**src/rtl/easp_pkg.sv**
```systemverilog
// shared types, codes and character helpers for the edit stream parser
package easp_pkg;

  localparam int PS_W   = 6;
  localparam int LINE_W = 16;
  localparam int KIND_W = 3;
  localparam int BYTE_W = 8;
  localparam int PH_W   = 3;

  localparam logic [PH_W-1:0] PH_IDLE    = 3'd0;
  localparam logic [PH_W-1:0] PH_NAME    = 3'd1;
  localparam logic [PH_W-1:0] PH_NAME_SP = 3'd2;
  localparam logic [PH_W-1:0] PH_VAL     = 3'd3;
  localparam logic [PH_W-1:0] PH_VAL_SP  = 3'd4;

  localparam logic [KIND_W-1:0] K_NAME  = 3'd0;
  localparam logic [KIND_W-1:0] K_VALUE = 3'd1;
  localparam logic [KIND_W-1:0] K_SET   = 3'd2;
  localparam logic [KIND_W-1:0] K_DEL   = 3'd3;
  localparam logic [KIND_W-1:0] K_ERR   = 3'd4;

  localparam logic [BYTE_W-1:0] CH_NL    = 8'h0a;
  localparam logic [BYTE_W-1:0] CH_SP    = 8'h20;
  localparam logic [BYTE_W-1:0] CH_HASH  = 8'h23;
  localparam logic [BYTE_W-1:0] CH_EQ    = 8'h3d;
  localparam logic [BYTE_W-1:0] CH_UNDER = 8'h5f;

  localparam logic [LINE_W-1:0] LINE_MAX = 16'hffff;

  localparam int QDEPTH = 4;
  localparam int QAW    = 2;

  // one step's worth of results: [close] [held spaces] [main token]
  typedef struct packed {
    logic              has_close;
    logic [KIND_W-1:0] close_kind;
    logic [PS_W-1:0]   nsp;
    logic              has_main;
    logic [KIND_W-1:0] main_kind;
    logic [BYTE_W-1:0] main_byte;
    logic [LINE_W-1:0] line;
  } cmd_t;

  function automatic logic is_ws(input logic [BYTE_W-1:0] c);
    return (c == CH_SP) || ((c >= 8'd9) && (c <= 8'd13));
  endfunction

  function automatic logic is_alpha(input logic [BYTE_W-1:0] c);
    return (c == CH_UNDER) || ((c >= 8'h41) && (c <= 8'h5a)) ||
           ((c >= 8'h61) && (c <= 8'h7a));
  endfunction

  function automatic logic is_alnum(input logic [BYTE_W-1:0] c);
    return is_alpha(c) || ((c >= 8'h30) && (c <= 8'h39));
  endfunction

endpackage

```
**src/rtl/easp_if.sv**
```systemverilog
// valid/ready channel interfaces for the text input and the token output
interface easp_in_if import easp_pkg::*; ();
  logic              valid;
  logic              ready;
  logic [BYTE_W-1:0] text_byte;
  logic              end_of_text;
  modport source (output valid, text_byte, end_of_text, input ready);
  modport sink   (input valid, text_byte, end_of_text, output ready);
endinterface

interface easp_out_if import easp_pkg::*; ();
  logic              valid;
  logic              ready;
  logic [KIND_W-1:0] token_kind;
  logic [BYTE_W-1:0] token_byte;
  logic [LINE_W-1:0] error_line;
  logic              last_of_run;
  modport source (output valid, token_kind, token_byte, error_line, last_of_run, input ready);
  modport sink   (input valid, token_kind, token_byte, error_line, last_of_run, output ready);
endinterface

```
**src/rtl/env_assignment_stream_parser_top.sv**
```systemverilog
// a byte's command goes into the command queue, its tokens into the output register
// throughput, while the sink is ready: one byte per cycle while each byte gives at most
//   one token; a byte gives 1 + held spaces tokens (up to 33), or 2 when a close meets
//   a new name, one token per cycle from the emitter, a 4-entry queue absorbing bursts
// reset: synchronous active-low rst_n returns parse state, line count, queue and
//   output register to their idle values; no clearing pass
module env_assignment_stream_parser_top import easp_pkg::*; #(
  parameter int PENDING_MAX = 32
) (
  input  logic       clk,
  input  logic       rst_n,
  easp_in_if.sink    in_ch,
  easp_out_if.source out_ch
);

  logic q_push, q_pop, q_full, q_empty;
  cmd_t q_wdata, q_rdata;

  easp_front #(.PENDING_MAX(PENDING_MAX)) u_front (
    .clk    (clk),
    .rst_n  (rst_n),
    .in_ch  (in_ch),
    .q_full (q_full),
    .q_push (q_push),
    .q_data (q_wdata)
  );

  easp_cmd_fifo u_fifo (
    .clk   (clk),
    .rst_n (rst_n),
    .push  (q_push),
    .wdata (q_wdata),
    .pop   (q_pop),
    .rdata (q_rdata),
    .full  (q_full),
    .empty (q_empty)
  );

  easp_back u_back (
    .clk     (clk),
    .rst_n   (rst_n),
    .q_empty (q_empty),
    .q_data  (q_rdata),
    .q_pop   (q_pop),
    .out_ch  (out_ch)
  );

endmodule

```
**src/rtl/easp_front.sv**
```systemverilog
// front end: accepts text bytes, runs the parse state and issues token commands
module easp_front import easp_pkg::*; #(
  parameter int PENDING_MAX = 32
) (
  input  logic      clk,
  input  logic      rst_n,
  easp_in_if.sink   in_ch,
  input  logic      q_full,
  output logic      q_push,
  output cmd_t      q_data
);

  localparam logic [PS_W-1:0] PMAX = PS_W'(PENDING_MAX);

  logic [PH_W-1:0]   ph_r, ph_nxt;
  logic              cmt_r, cmt_nxt;
  logic              als_r, als_nxt;
  logic              vs_r, vs_nxt;
  logic [PS_W-1:0]   ps_r, ps_nxt;
  logic [LINE_W-1:0] lc_r, lc_nxt;
  logic              halt_r, halt_nxt;
  cmd_t              cmd;
  logic              accept;

  assign in_ch.ready = !q_full;
  assign accept      = in_ch.valid && !q_full;
  assign q_data      = cmd;
  assign q_push      = accept && (cmd.has_close || cmd.has_main);

  always_comb begin
    logic [BYTE_W-1:0] c;
    logic              skip;
    logic              do_mid;
    logic              do_start;
    logic              do_close;
    logic              do_fail;
    c        = in_ch.text_byte;
    skip     = 1'b0;
    do_mid   = 1'b0;
    do_start = 1'b0;
    do_close = 1'b0;
    do_fail  = 1'b0;
    ph_nxt   = ph_r;
    cmt_nxt  = cmt_r;
    als_nxt  = als_r;
    vs_nxt   = vs_r;
    ps_nxt   = ps_r;
    lc_nxt   = lc_r;
    halt_nxt = halt_r;
    cmd      = '0;

    if (!halt_r) begin
      if (in_ch.end_of_text) begin
        unique case (ph_r)
          PH_NAME, PH_NAME_SP: do_fail = 1'b1;
          PH_VAL, PH_VAL_SP:   do_close = 1'b1;
          default: ;
        endcase
      end else begin
        if (c == CH_HASH) cmt_nxt = 1'b1;
        if (c == CH_NL && lc_r != LINE_MAX) lc_nxt = lc_r + LINE_W'(1);
        if (cmt_nxt) begin
          if (c != CH_NL) begin
            skip = 1'b1;
          end else begin
            cmt_nxt = 1'b0;
            als_nxt = 1'b0;
          end
        end
        if (!skip) begin
          if (c == CH_NL) begin
            // blank line
            if (als_nxt) begin
              unique case (ph_r)
                PH_NAME, PH_NAME_SP: do_fail = 1'b1;
                PH_VAL, PH_VAL_SP:   do_close = 1'b1;
                default: ;
              endcase
            end
            als_nxt = 1'b1;
          end else begin
            if (als_nxt) begin
              unique case (ph_r)
                PH_NAME: begin
                  if (!is_ws(c)) do_fail = 1'b1;
                  else ph_nxt = PH_NAME_SP;
                end
                PH_NAME_SP: do_mid = 1'b1;
                PH_VAL, PH_VAL_SP: begin
                  // continuation line joins with exactly one space
                  if (ph_r == PH_VAL) begin
                    ps_nxt = PS_W'(1);
                    ph_nxt = PH_VAL_SP;
                  end
                  if (!is_ws(c)) begin
                    do_close = 1'b1;
                    do_start = 1'b1;
                  end
                end
                default: do_start = 1'b1;
              endcase
            end else begin
              do_mid = 1'b1;
            end
            als_nxt = 1'b0;
          end
        end
      end

      if (do_mid) begin
        unique case (ph_r)
          PH_NAME: begin
            if (is_ws(c)) ph_nxt = PH_NAME_SP;
            else if (c == CH_EQ) ph_nxt = PH_VAL_SP;
            else if (!is_alnum(c)) do_fail = 1'b1;
            else begin
              cmd.has_main  = 1'b1;
              cmd.main_kind = K_NAME;
              cmd.main_byte = c;
            end
          end
          PH_NAME_SP: begin
            if (c == CH_EQ) ph_nxt = PH_VAL_SP;
            else if (!is_ws(c)) do_fail = 1'b1;
          end
          PH_VAL, PH_VAL_SP: begin
            if (is_ws(c)) begin
              if (ph_r == PH_VAL && ps_r < PMAX) ps_nxt = ps_r + PS_W'(1);
            end else begin
              cmd.nsp       = ps_r;
              cmd.has_main  = 1'b1;
              cmd.main_kind = K_VALUE;
              cmd.main_byte = c;
              ps_nxt        = '0;
              vs_nxt        = 1'b1;
              ph_nxt        = PH_VAL;
            end
          end
          default: do_fail = 1'b1;
        endcase
      end

      if (do_close) begin
        cmd.has_close  = 1'b1;
        cmd.close_kind = vs_r ? K_SET : K_DEL;
        vs_nxt         = 1'b0;
        ps_nxt         = '0;
        ph_nxt         = PH_IDLE;
      end

      if (do_start) begin
        if (!is_alpha(c)) begin
          do_fail = 1'b1;
        end else begin
          cmd.has_main  = 1'b1;
          cmd.main_kind = K_NAME;
          cmd.main_byte = c;
          ph_nxt        = PH_NAME;
        end
      end

      if (do_fail) begin
        cmd.has_main  = 1'b1;
        cmd.main_kind = K_ERR;
        cmd.main_byte = '0;
        halt_nxt      = 1'b1;
      end

      if (in_ch.end_of_text && !do_fail) begin
        ph_nxt  = PH_IDLE;
        cmt_nxt = 1'b0;
        als_nxt = 1'b1;
        vs_nxt  = 1'b0;
        ps_nxt  = '0;
        lc_nxt  = LINE_W'(1);
      end
    end
    cmd.line = in_ch.end_of_text ? lc_r : lc_nxt;
  end

  always_ff @(posedge clk) begin
    if (!rst_n) begin
      ph_r   <= PH_IDLE;
      cmt_r  <= 1'b0;
      als_r  <= 1'b1;
      vs_r   <= 1'b0;
      ps_r   <= '0;
      lc_r   <= LINE_W'(1);
      halt_r <= 1'b0;
    end else if (accept) begin
      ph_r   <= ph_nxt;
      cmt_r  <= cmt_nxt;
      als_r  <= als_nxt;
      vs_r   <= vs_nxt;
      ps_r   <= ps_nxt;
      lc_r   <= lc_nxt;
      halt_r <= halt_nxt;
    end
  end

endmodule

```
**src/rtl/easp_cmd_fifo.sv**
```systemverilog
// short command queue between the parse front end and the token emitter
module easp_cmd_fifo import easp_pkg::*; (
  input  logic clk,
  input  logic rst_n,
  input  logic push,
  input  cmd_t wdata,
  input  logic pop,
  output cmd_t rdata,
  output logic full,
  output logic empty
);

  cmd_t           mem_r [QDEPTH];
  logic [QAW-1:0] wp_r, rp_r;
  logic [QAW:0]   cnt_r;

  assign full  = (cnt_r == (QAW+1)'(QDEPTH));
  assign empty = (cnt_r == '0);
  assign rdata = mem_r[rp_r];

  always_ff @(posedge clk) begin
    if (push) mem_r[wp_r] <= wdata;
  end

  always_ff @(posedge clk) begin
    if (!rst_n) begin
      wp_r  <= '0;
      rp_r  <= '0;
      cnt_r <= '0;
    end else begin
      if (push) wp_r <= wp_r + QAW'(1);
      if (pop) rp_r <= rp_r + QAW'(1);
      if (push && !pop) cnt_r <= cnt_r + (QAW+1)'(1);
      else if (pop && !push) cnt_r <= cnt_r - (QAW+1)'(1);
    end
  end

endmodule

```
**src/rtl/easp_back.sv**
```systemverilog
// back end: expands commands into registered tokens, one per cycle unless stalled
module easp_back import easp_pkg::*; (
  input  logic      clk,
  input  logic      rst_n,
  input  logic      q_empty,
  input  cmd_t      q_data,
  output logic      q_pop,
  easp_out_if.source out_ch
);

  logic              busy_r, busy_nxt;
  cmd_t              cur_r, cur_nxt;
  logic              cl_r, cl_nxt;
  logic [PS_W-1:0]   sp_r, sp_nxt;
  logic              ov_r;
  logic [KIND_W-1:0] okind_r;
  logic [BYTE_W-1:0] obyte_r;
  logic [LINE_W-1:0] oline_r;
  logic              olast_r;

  cmd_t              sel;
  logic              sel_cl;
  logic [PS_W-1:0]   sel_sp;
  logic              out_free;
  logic              fire;
  logic [KIND_W-1:0] tkind;
  logic [BYTE_W-1:0] tbyte;
  logic              tlast;

  assign out_free = !ov_r || out_ch.ready;
  assign sel      = busy_r ? cur_r : q_data;
  assign sel_cl   = busy_r ? cl_r : q_data.has_close;
  assign sel_sp   = busy_r ? sp_r : q_data.nsp;
  assign fire     = out_free && (busy_r || !q_empty);
  assign q_pop    = fire && !busy_r;

  always_comb begin
    cl_nxt = sel_cl;
    sp_nxt = sel_sp;
    if (sel_cl) begin
      tkind  = sel.close_kind;
      tbyte  = '0;
      tlast  = !sel.has_main;
      cl_nxt = 1'b0;
    end else if (sel_sp != '0) begin
      tkind  = K_VALUE;
      tbyte  = CH_SP;
      tlast  = 1'b0;
      sp_nxt = sel_sp - PS_W'(1);
    end else begin
      tkind = sel.main_kind;
      tbyte = sel.main_byte;
      tlast = 1'b1;
    end
    cur_nxt  = sel;
    busy_nxt = busy_r;
    if (fire) busy_nxt = !tlast;
  end

  always_ff @(posedge clk) begin
    if (!rst_n) begin
      busy_r <= 1'b0;
      ov_r   <= 1'b0;
    end else begin
      busy_r <= busy_nxt;
      if (fire) ov_r <= 1'b1;
      else if (out_ch.ready) ov_r <= 1'b0;
    end
  end

  always_ff @(posedge clk) begin
    if (fire) begin
      cur_r   <= cur_nxt;
      cl_r    <= cl_nxt;
      sp_r    <= sp_nxt;
      okind_r <= tkind;
      obyte_r <= tbyte;
      oline_r <= sel.line;
      olast_r <= tlast;
    end
  end

  assign out_ch.valid       = ov_r;
  assign out_ch.token_kind  = okind_r;
  assign out_ch.token_byte  = obyte_r;
  assign out_ch.error_line  = oline_r;
  assign out_ch.last_of_run = olast_r;

endmodule

```
**src/flat_wrapper.sv**
```systemverilog
// flat-port wrapper written by rule: the top's interface ports become plain ports
module env_assignment_stream_parser_top_flat import easp_pkg::*;
#(
  parameter int PENDING_MAX = 32
)
  (clk, rst_n, in_ch_valid, in_ch_text_byte, in_ch_end_of_text, in_ch_ready, out_ch_valid, out_ch_token_kind, out_ch_token_byte, out_ch_error_line, out_ch_last_of_run, out_ch_ready);
  easp_in_if in_ch_i ();
  easp_out_if out_ch_i ();
  input  logic clk;
  input  logic rst_n;
  input wire logic [$bits(in_ch_i.valid)-1:0] in_ch_valid;
  input wire logic [$bits(in_ch_i.text_byte)-1:0] in_ch_text_byte;
  input wire logic [$bits(in_ch_i.end_of_text)-1:0] in_ch_end_of_text;
  output wire logic [$bits(in_ch_i.ready)-1:0] in_ch_ready;
  output wire logic [$bits(out_ch_i.valid)-1:0] out_ch_valid;
  output wire logic [$bits(out_ch_i.token_kind)-1:0] out_ch_token_kind;
  output wire logic [$bits(out_ch_i.token_byte)-1:0] out_ch_token_byte;
  output wire logic [$bits(out_ch_i.error_line)-1:0] out_ch_error_line;
  output wire logic [$bits(out_ch_i.last_of_run)-1:0] out_ch_last_of_run;
  input wire logic [$bits(out_ch_i.ready)-1:0] out_ch_ready;
  assign in_ch_i.valid = in_ch_valid;
  assign in_ch_i.text_byte = in_ch_text_byte;
  assign in_ch_i.end_of_text = in_ch_end_of_text;
  assign in_ch_ready = in_ch_i.ready;
  assign out_ch_valid = out_ch_i.valid;
  assign out_ch_token_kind = out_ch_i.token_kind;
  assign out_ch_token_byte = out_ch_i.token_byte;
  assign out_ch_error_line = out_ch_i.error_line;
  assign out_ch_last_of_run = out_ch_i.last_of_run;
  assign out_ch_i.ready = out_ch_ready;
  env_assignment_stream_parser_top #(.PENDING_MAX(PENDING_MAX)) u_core (.clk(clk), .rst_n(rst_n), .in_ch(in_ch_i), .out_ch(out_ch_i));
endmodule
```
**config.mk**
```make
export PLATFORM = sky130hd
export DESIGN_NAME = env_assignment_stream_parser_top_flat
export DESIGN_NICKNAME = d
export VERILOG_FILES = /design/src/rtl/easp_pkg.sv /design/src/rtl/easp_if.sv /design/src/rtl/env_assignment_stream_parser_top.sv /design/src/rtl/easp_front.sv /design/src/rtl/easp_cmd_fifo.sv /design/src/rtl/easp_back.sv /design/src/flat_wrapper.sv
export SDC_FILE = /design/constraint.sdc
export NUM_CORES = 1
export LEC_CHECK = 0
export BUFFER_PORTS_ARGS = -buffer_cell sky130_fd_sc_hd__buf_2
export CAP_MARGIN = 15
export CORE_MARGIN = 2
export CORE_UTILIZATION = 55
export CTS_CLUSTER_DIAMETER = 50
export DETAILED_ROUTE_END_ITERATION = 8
export PLACE_DENSITY = 0.78
export SLEW_MARGIN = 15
export SYNTH_ARGS = -nofsm -noshare
export SYNTH_HDL_FRONTEND = slang
export SYNTH_SLANG_ARGS = --single-unit
```
**constraint.sdc**
```tcl
create_clock -name clk -period 3.9 [get_ports clk]
set_input_delay 0.78 -clock clk [delete_from_list [all_inputs] [get_ports clk]]
set_output_delay 0.78 -clock clk [all_outputs]
set_load 0.02 [all_outputs]
```
# Word-level counts from Yosys, hierarchy flattened
# Memories as Yosys holds them, arrays and structs flattened. A register that Yosys moved wholly into a read port is not among the register bits.
# Index checks and enable logic that the tools add are counted.
# op_classes
n_addsub,7
magnitude_cmp,9
eq_ne,14
n_mux,125
bitwise_logic,2
reduce_logical,42
# ops
op,n
$mux 6,17
$mux 16,5
$mux 12,6
$mux 1,67
$mux 3,18
$mux 37,1
$mux 18,2
$eq 8x6->1 const B,3
$pmux 12 s2,1
$mux 22,1
$add 16x1->16 const B,1
$ge 8x7->1 const B,2
$le 8x7->1 const B,2
$ne 16x16->1 const B,1
$logic_and 1x1->1,13
$logic_not 1->1,9
$pmux 3 s3,1
$eq 8x4->1 const B,1
$eq 8x7->1 const B,1
$ge 8x4->1 const B,1
$ge 8x6->1 const B,1
$le 8x4->1 const B,1
$le 8x6->1 const B,1
$ne 8x4->1 const B,1
26 further kinds,42
# word_totals
reg_bits,93
mem_bits_rw,152
in_bits,13
output_inout_bits,30
word_cells,223
memories,1
# mem_list
memory,depth,width,read_ports,rd_ports_with_merged_regs,write_ports,line,source
u_core.u_fifo.mem_r,4,38,1,1,1,easp_cmd_fifo.sv:13,cmd_t mem_r [QDEPTH];

# Logic depth before layout (Yosys ltp)
# depth
word_depth,27
ltp_mapped,13
ltp_nobuf,12

# By module
# Synthesis repeated with hierarchy kept, for this count alone.
# hier_totals
cells_unflattened,787
area_unflattened_um2,11074.4
# modules_own_cells
module,n_inst,cells_each,area_each_um2,seq_area_each_um2
easp_cmd_fifo,1,241,5943.2,4744.6
easp_front,1,383,2854.0,580.6
easp_back,1,163,2277.2,1391.3

# Worst setup path before layout
# Ideal clock, no wire load.
# synth_timing
path_type,in2reg
start,in in_ch_text_byte[3]
end,"mem u_core.u_fifo.mem_r[0][0] in the netlist's numbering, enable pin"
setup_ns,0.395
arrival_ns,3.232
required_time_ns,3.505
path_slack_ns,0.272
stages,7
path_buffers,0
cell_sequence,and3b_1 -> o211a_4 -> o41a_1 -> or4_4 -> o31ai_4 -> o31a_4 -> and2_1
# synth_via
elab_chain_cells,25
elab_cells_between_ends,83
cone_classes,order compare: 8; eq/ne: 6; mux: 59; reduce/logical: 10
# synth_rtl
item,line,source
from (decl),flat_wrapper.sv:12,input wire logic [$bits(in_ch_i.text_byte)-1:0] in_ch_text_byte;
$eq 8x6->1,easp_front.sv:60,if (c == CH_HASH) cmt_nxt = 1'b1;
$mux 1,easp_front.sv:60,
$mux 1,easp_front.sv:53,if (in_ch.end_of_text) begin
$mux 1,easp_front.sv:52,if (!halt_r) begin
$mux 1,easp_front.sv:62,if (cmt_nxt) begin
$mux 1,easp_front.sv:53,
$mux 1,easp_front.sv:52,
$mux 1 (on tied branches),"easp_front.sv:82, easp_front.sv:73",
(+10 left out),-,
$mux 1,easp_front.sv:52,
$mux 12,easp_front.sv:162,if (do_fail) begin
$mux 22 (*),easp_front.sv:52,
$logic_or 1x1->1 (*),easp_front.sv:28,assign q_push = accept && (cmd.has_close || cmd.has_main);
$logic_and 1x1->1 (*),easp_front.sv:28,
named net u_core.q_push,env_assignment_stream_parser_top.sv:16,"logic q_push, q_pop, q_full, q_empty;"
$mux 1 (*),easp_cmd_fifo.sv:22,if (push) mem_r[wp_r] <= wdata;
$mux 1 (not written as such) (*),easp_cmd_fifo.sv:22,
to (decl),easp_cmd_fifo.sv:13,
# Mark *: on every way through the listed nets, which the timed path passes. The rest lies on a longest branch. The select of a mux whose other input is x is not followed.

# Worst setup path after layout
# layout_timing
start,in in_ch_text_byte[3]
end,reg u_core.u_fifo.cnt_r[2]
# layout_via
elab_chain_cells,26
elab_cells_between_ends,86
cone_classes,order compare: 8; eq/ne: 6; mux: 58; reduce/logical: 14
# layout_rtl
item,line,source
$eq 8x6->1,easp_front.sv:60,
$mux 1,easp_front.sv:60,
$mux 1,easp_front.sv:53,
$mux 1,easp_front.sv:52,
$mux 1,easp_front.sv:62,
$mux 1,easp_front.sv:53,
$mux 1,easp_front.sv:52,
$mux 1 (on tied branches),"easp_front.sv:82, easp_front.sv:73",
(+11 left out),-,
$mux 12,easp_front.sv:162,
$mux 22 (*),easp_front.sv:52,
$logic_or 1x1->1 (*),easp_front.sv:28,
$logic_and 1x1->1 (*),easp_front.sv:28,
named net u_core.q_push,env_assignment_stream_parser_top.sv:16,
$logic_not 1->1,easp_cmd_fifo.sv:34,else if (pop && !push) cnt_r <= cnt_r - (QAW+1)'(1);
$logic_and 1x1->1,easp_cmd_fifo.sv:34,
$reduce_bool 2->1 (no source line),-,
to (signal assigned),easp_cmd_fifo.sv:33,if (push && !pop) cnt_r <= cnt_r + (QAW+1)'(1);
to (signal assigned),easp_cmd_fifo.sv:34,
to (decl),easp_cmd_fifo.sv:15,logic [QAW:0] cnt_r;
# Marked as above.
# A chain may end at the register's enable or synchronous reset.

==> flow_metrics.py <==
metrics = {
    "status": {
        "status": "completed",
    },
    "worst_setup_path": {
        "crit_chain": "buf_2 > and3b_2 > o211ai_1 > nand3_1 > a2111o_1 > o211ai_1 > o31a_4 > ha_1 > inv_1 > fa_1 > xor2_1 > or3_1 > a21boi_0",
        "worstPathArrival_ps": 3860,
        "cp-start-kind": "primary input",
        "critPathRequiredTime_ps": 4340,
        "cp_max_fo": 9,
        "endpoint_kind": "flop",
        "cp_num_buf_inv": 2,
        "crit_top_cell": "o211ai_1",
        "reg2reg_setup_slack_ps": 680,
        "critical_path_class": "in2reg",
        "crit_family": "compound AO/OA/AOI/OAI gates",
        "max_stage_delay_ps": 470,
        "slowest_stage": "a2111o_1",
    },
    "hold_path": {
        "hp-class": "reg2reg",
    },
    "timing": {
        "fin_hold_ws_ps": 486,
        "maxSlewViolCount": 0,
        "finalCriticalPeriod_ps": 3410,
        "worst_pin_slew_ps": 1090,
        "skew_ps": 17.0,
        "finalHoldViolCount": 0,
        "tns_ps": 0,
        "fmax_mhz": 293,
        "slew_headroom_pct": 27.3,
        "period_share_pct": 87.6,
        "setup_viol": 0,
        "rsz0062_at_grt": "false",
    },
    "power": {
        "powerDensity_nw_per_um2": 663,
        "fin_total_pwr_uw": 7670,
        "peakVddDrop_uv": 641,
        "leakage_uw": 0.00402,
    },
    "detailed_routing": {
        "drc_errors": 0,
        "vias": 6357,
        "drt-total-wl_microns": 21000,
        "first_pass_iters": 5,
        "post_drt_wl_per_cell_microns": 20.2,
        "drt_iter0_drc": 539,
        "viasPerCell": 6.10,
        "ant_nets": 0,
    },
    "floorplan": {
        "dieArea_sq_um": 19600,
        "core_area_sq_um": 18000,
        "pin_count": 43,
        "initial_core_util_pct": 56.4,
        "rows": 49,
        "die_y_microns": 140,
        "dieWidth_microns": 140,
    },
    "synth": {
        "avgSynthCellArea_sq_um": 13.6,
        "synth_cells": 748,
        "synth_edf_count": 185,
        "synth_cell_types": 69,
        "syn_nets": 771,
        "yosysTopAreaCell": "edfxtp_1",
        "yosysSeqAreaShare_pct": 62.5,
        "ys_seq_elements": 225,
        "yosysWarningCount": 0,
        "syn_area_sq_um": 10200,
        "synth_area_leaders": "edfxtp_1 (55%), dfxtp_1 (7.9%), mux4_2 (7.5%)",
        "synth_ff_type": "edfxtp_1",
        "ys_async_sr_fraction_pct": 0,
        "netlist.area_leader.share_pct": 54.6,
    },
    "global_routing": {
        "grt_pass1_wl_microns": 33700,
        "antenna_found_initial": 0,
        "grt_overflow": 0,
        "grt_pass1_vias": 6493,
        "grt_max_degree": 39,
        "grt_util_all_layers_pct": 21.5,
    },
    "clock_tree": {
        "cts.reportedPaths.clkPinSlew_ps": 60,
        "clockBufferDepth": 3,
        "cts_tree": "built",
        "clock_latency_ps": 510,
        "postCtsHoldBufs": 0,
        "postCtsSetupRepairBufs": 0,
        "numCtsBuffers": 24,
        "htreeDepth": 1,
        "cts_root_buffer": "clkbuf_16",
        "cts-resized-gates": 0,
        "cts.sink_count": 225,
    },
    "finish": {
        "layout.nets": 818,
        "drive_gt1_share_pct": 22.0,
        "syn_to_final_growth_pct": 13.7,
        "fillers": 1266,
        "n_antenna_cell": 0,
        "final_cell_count_no_fill": 1042,
    },
    "placement": {
        "dp_hpwl_microns": 14400,
        "place_inst": 998,
        "gp_congestion": 0.906,
        "portBuffers": 42,
    },
    "run": {
        "drv_cap": 0,
    },
}
flip-flops by register name (all words and copies together), names as in the netlist, named ones only:
register,cells
u_core.u_fifo.mem_r,140
u_core.u_back.out_ch.error_line,16
u_core.u_front.lc_r,16
u_core.u_back.cur_r,11
u_core.u_back.out_ch.token_byte,8
u_core.u_back.sp_r,6
u_core.u_front.ps_r,6
u_core.u_back.out_ch.token_kind,3
u_core.u_fifo.cnt_r,3
u_core.u_front.ph_r,3
u_core.u_fifo.rp_r,2
u_core.u_fifo.wp_r,2
u_core.u_back.busy_r,1
u_core.u_back.out_ch.last_of_run,1
u_core.u_back.out_ch.valid,1
u_core.u_front.als_r,1
u_core.u_front.cmt_r,1
u_core.u_front.halt_r,1
u_core.u_front.vs_r,1
metrics by stage:
stage | instance area, sq um | worst slack, ps | util [%]
final | 11600 | 485 | 64.2
after global routing | 11600 | 299 | 64.2
after CTS | 11600 | 534 | 64.2
after detailed placement | 10700 | 9.84 | 59.4
after global placement | 10700 | 93.6 | 59.4
after floorplan | 10200 | 272 | -
report_power, final:
part           switching [uW]  leakage [uW]  internal, uW
clock                     929      0.000413          1510
combinational            1090       0.00158           790
sequential                211       0.00202          3130
total                    2230       0.00402          5430
synthesized netlist by cell type (3+ instances only):
library cell	count
nand2b_1	5
and2_1	26
edfxtp_1	185
clkbuf_1	26
nor2b_1	33
nand2_1	47
o31ai_1	4
mux2i_1	8
o21a_1	9
o211ai_1	5
a31oi_1	3
buf_4	16
xor2_1	11
dfxtp_1	40
buf_2	3
nand3_1	26
a21boi_0	8
ha_1	9
nor4_1	7
o21ai_0	31
a21oi_1	28
buf_1	6
nor3_1	21
a211oi_1	3
mux4_2	34
nor2_1	42
and3_1	16
and2_2	4
inv_1	12
a211o_1	3
nand4_1	4
mux2_2	13
xnor2_1	17
layer usage:
metal	global-route usage (%)	vias to the layer above	wire length, microns
li1	-	2919	-
met5	0	-	0
met4	7.32	0	559
met2	35.9	222	10300
met3	2.87	46	1180
met1	29.4	3170	8980
final cells by class:
cell class,instances,area [sq um],area share (%)
well taps,229,287,2.48
multi-input cells,460,3520,30.5
clock buffers,26,629,5.44
clock inverters,18,238,2.06
flip-flops and latches,225,6360,55.0
inverters,12,45.0,0.389
repair buffers,72,485,4.20
cells in the final DEF (no fill, tap or decap), drive strengths merged, types with 17 or more instances in the layout:
cell type	synthesis	routed
nor3	22	22
nor2	43	43
o21ai	32	32
buf	25	72
nand3	26	26
clkbuf	26	26
dfxtp	40	40
nor2b	33	33
xnor2	17	17
a21oi	28	28
nand2	47	47
and3	17	17
edfxtp	185	185
mux4	34	34
and2	30	30
path summary, 6_finish.rpt:
kind	from	to	cells after the start
max	in_ch_text_byte[3]	u_core.u_fifo.cnt_r[2]	13
min	u_core.u_front.vs_r	u_core.u_front.vs_r	2
max reg2reg	flop	u_core.u_back.busy_r	8
min reg2reg	u_core.u_front.vs_r	u_core.u_front.vs_r	2
cells by family (layout without fill, tap and decap cells):
group	count (synthesis)	count (layout)	share of synthesized area [%]
adder cells (fa/ha/maj)	10	10	1.30
multiplexers	55	55	9.75
flip-flops	225	225	62.5
AND/OR/NAND/NOR	252	252	13.5
AO/OA/AOI/OAI	115	115	7.61
buffers and inverters	63	128	2.95
XOR/XNOR	28	28	2.41
worst min-delay path, stage by stage (launching register included):
cell,delay [ps]
dfxtp_1,340
a21oi_1,40
nor2_1,70
No activity file was read; power rests on OpenSTA's default activity.
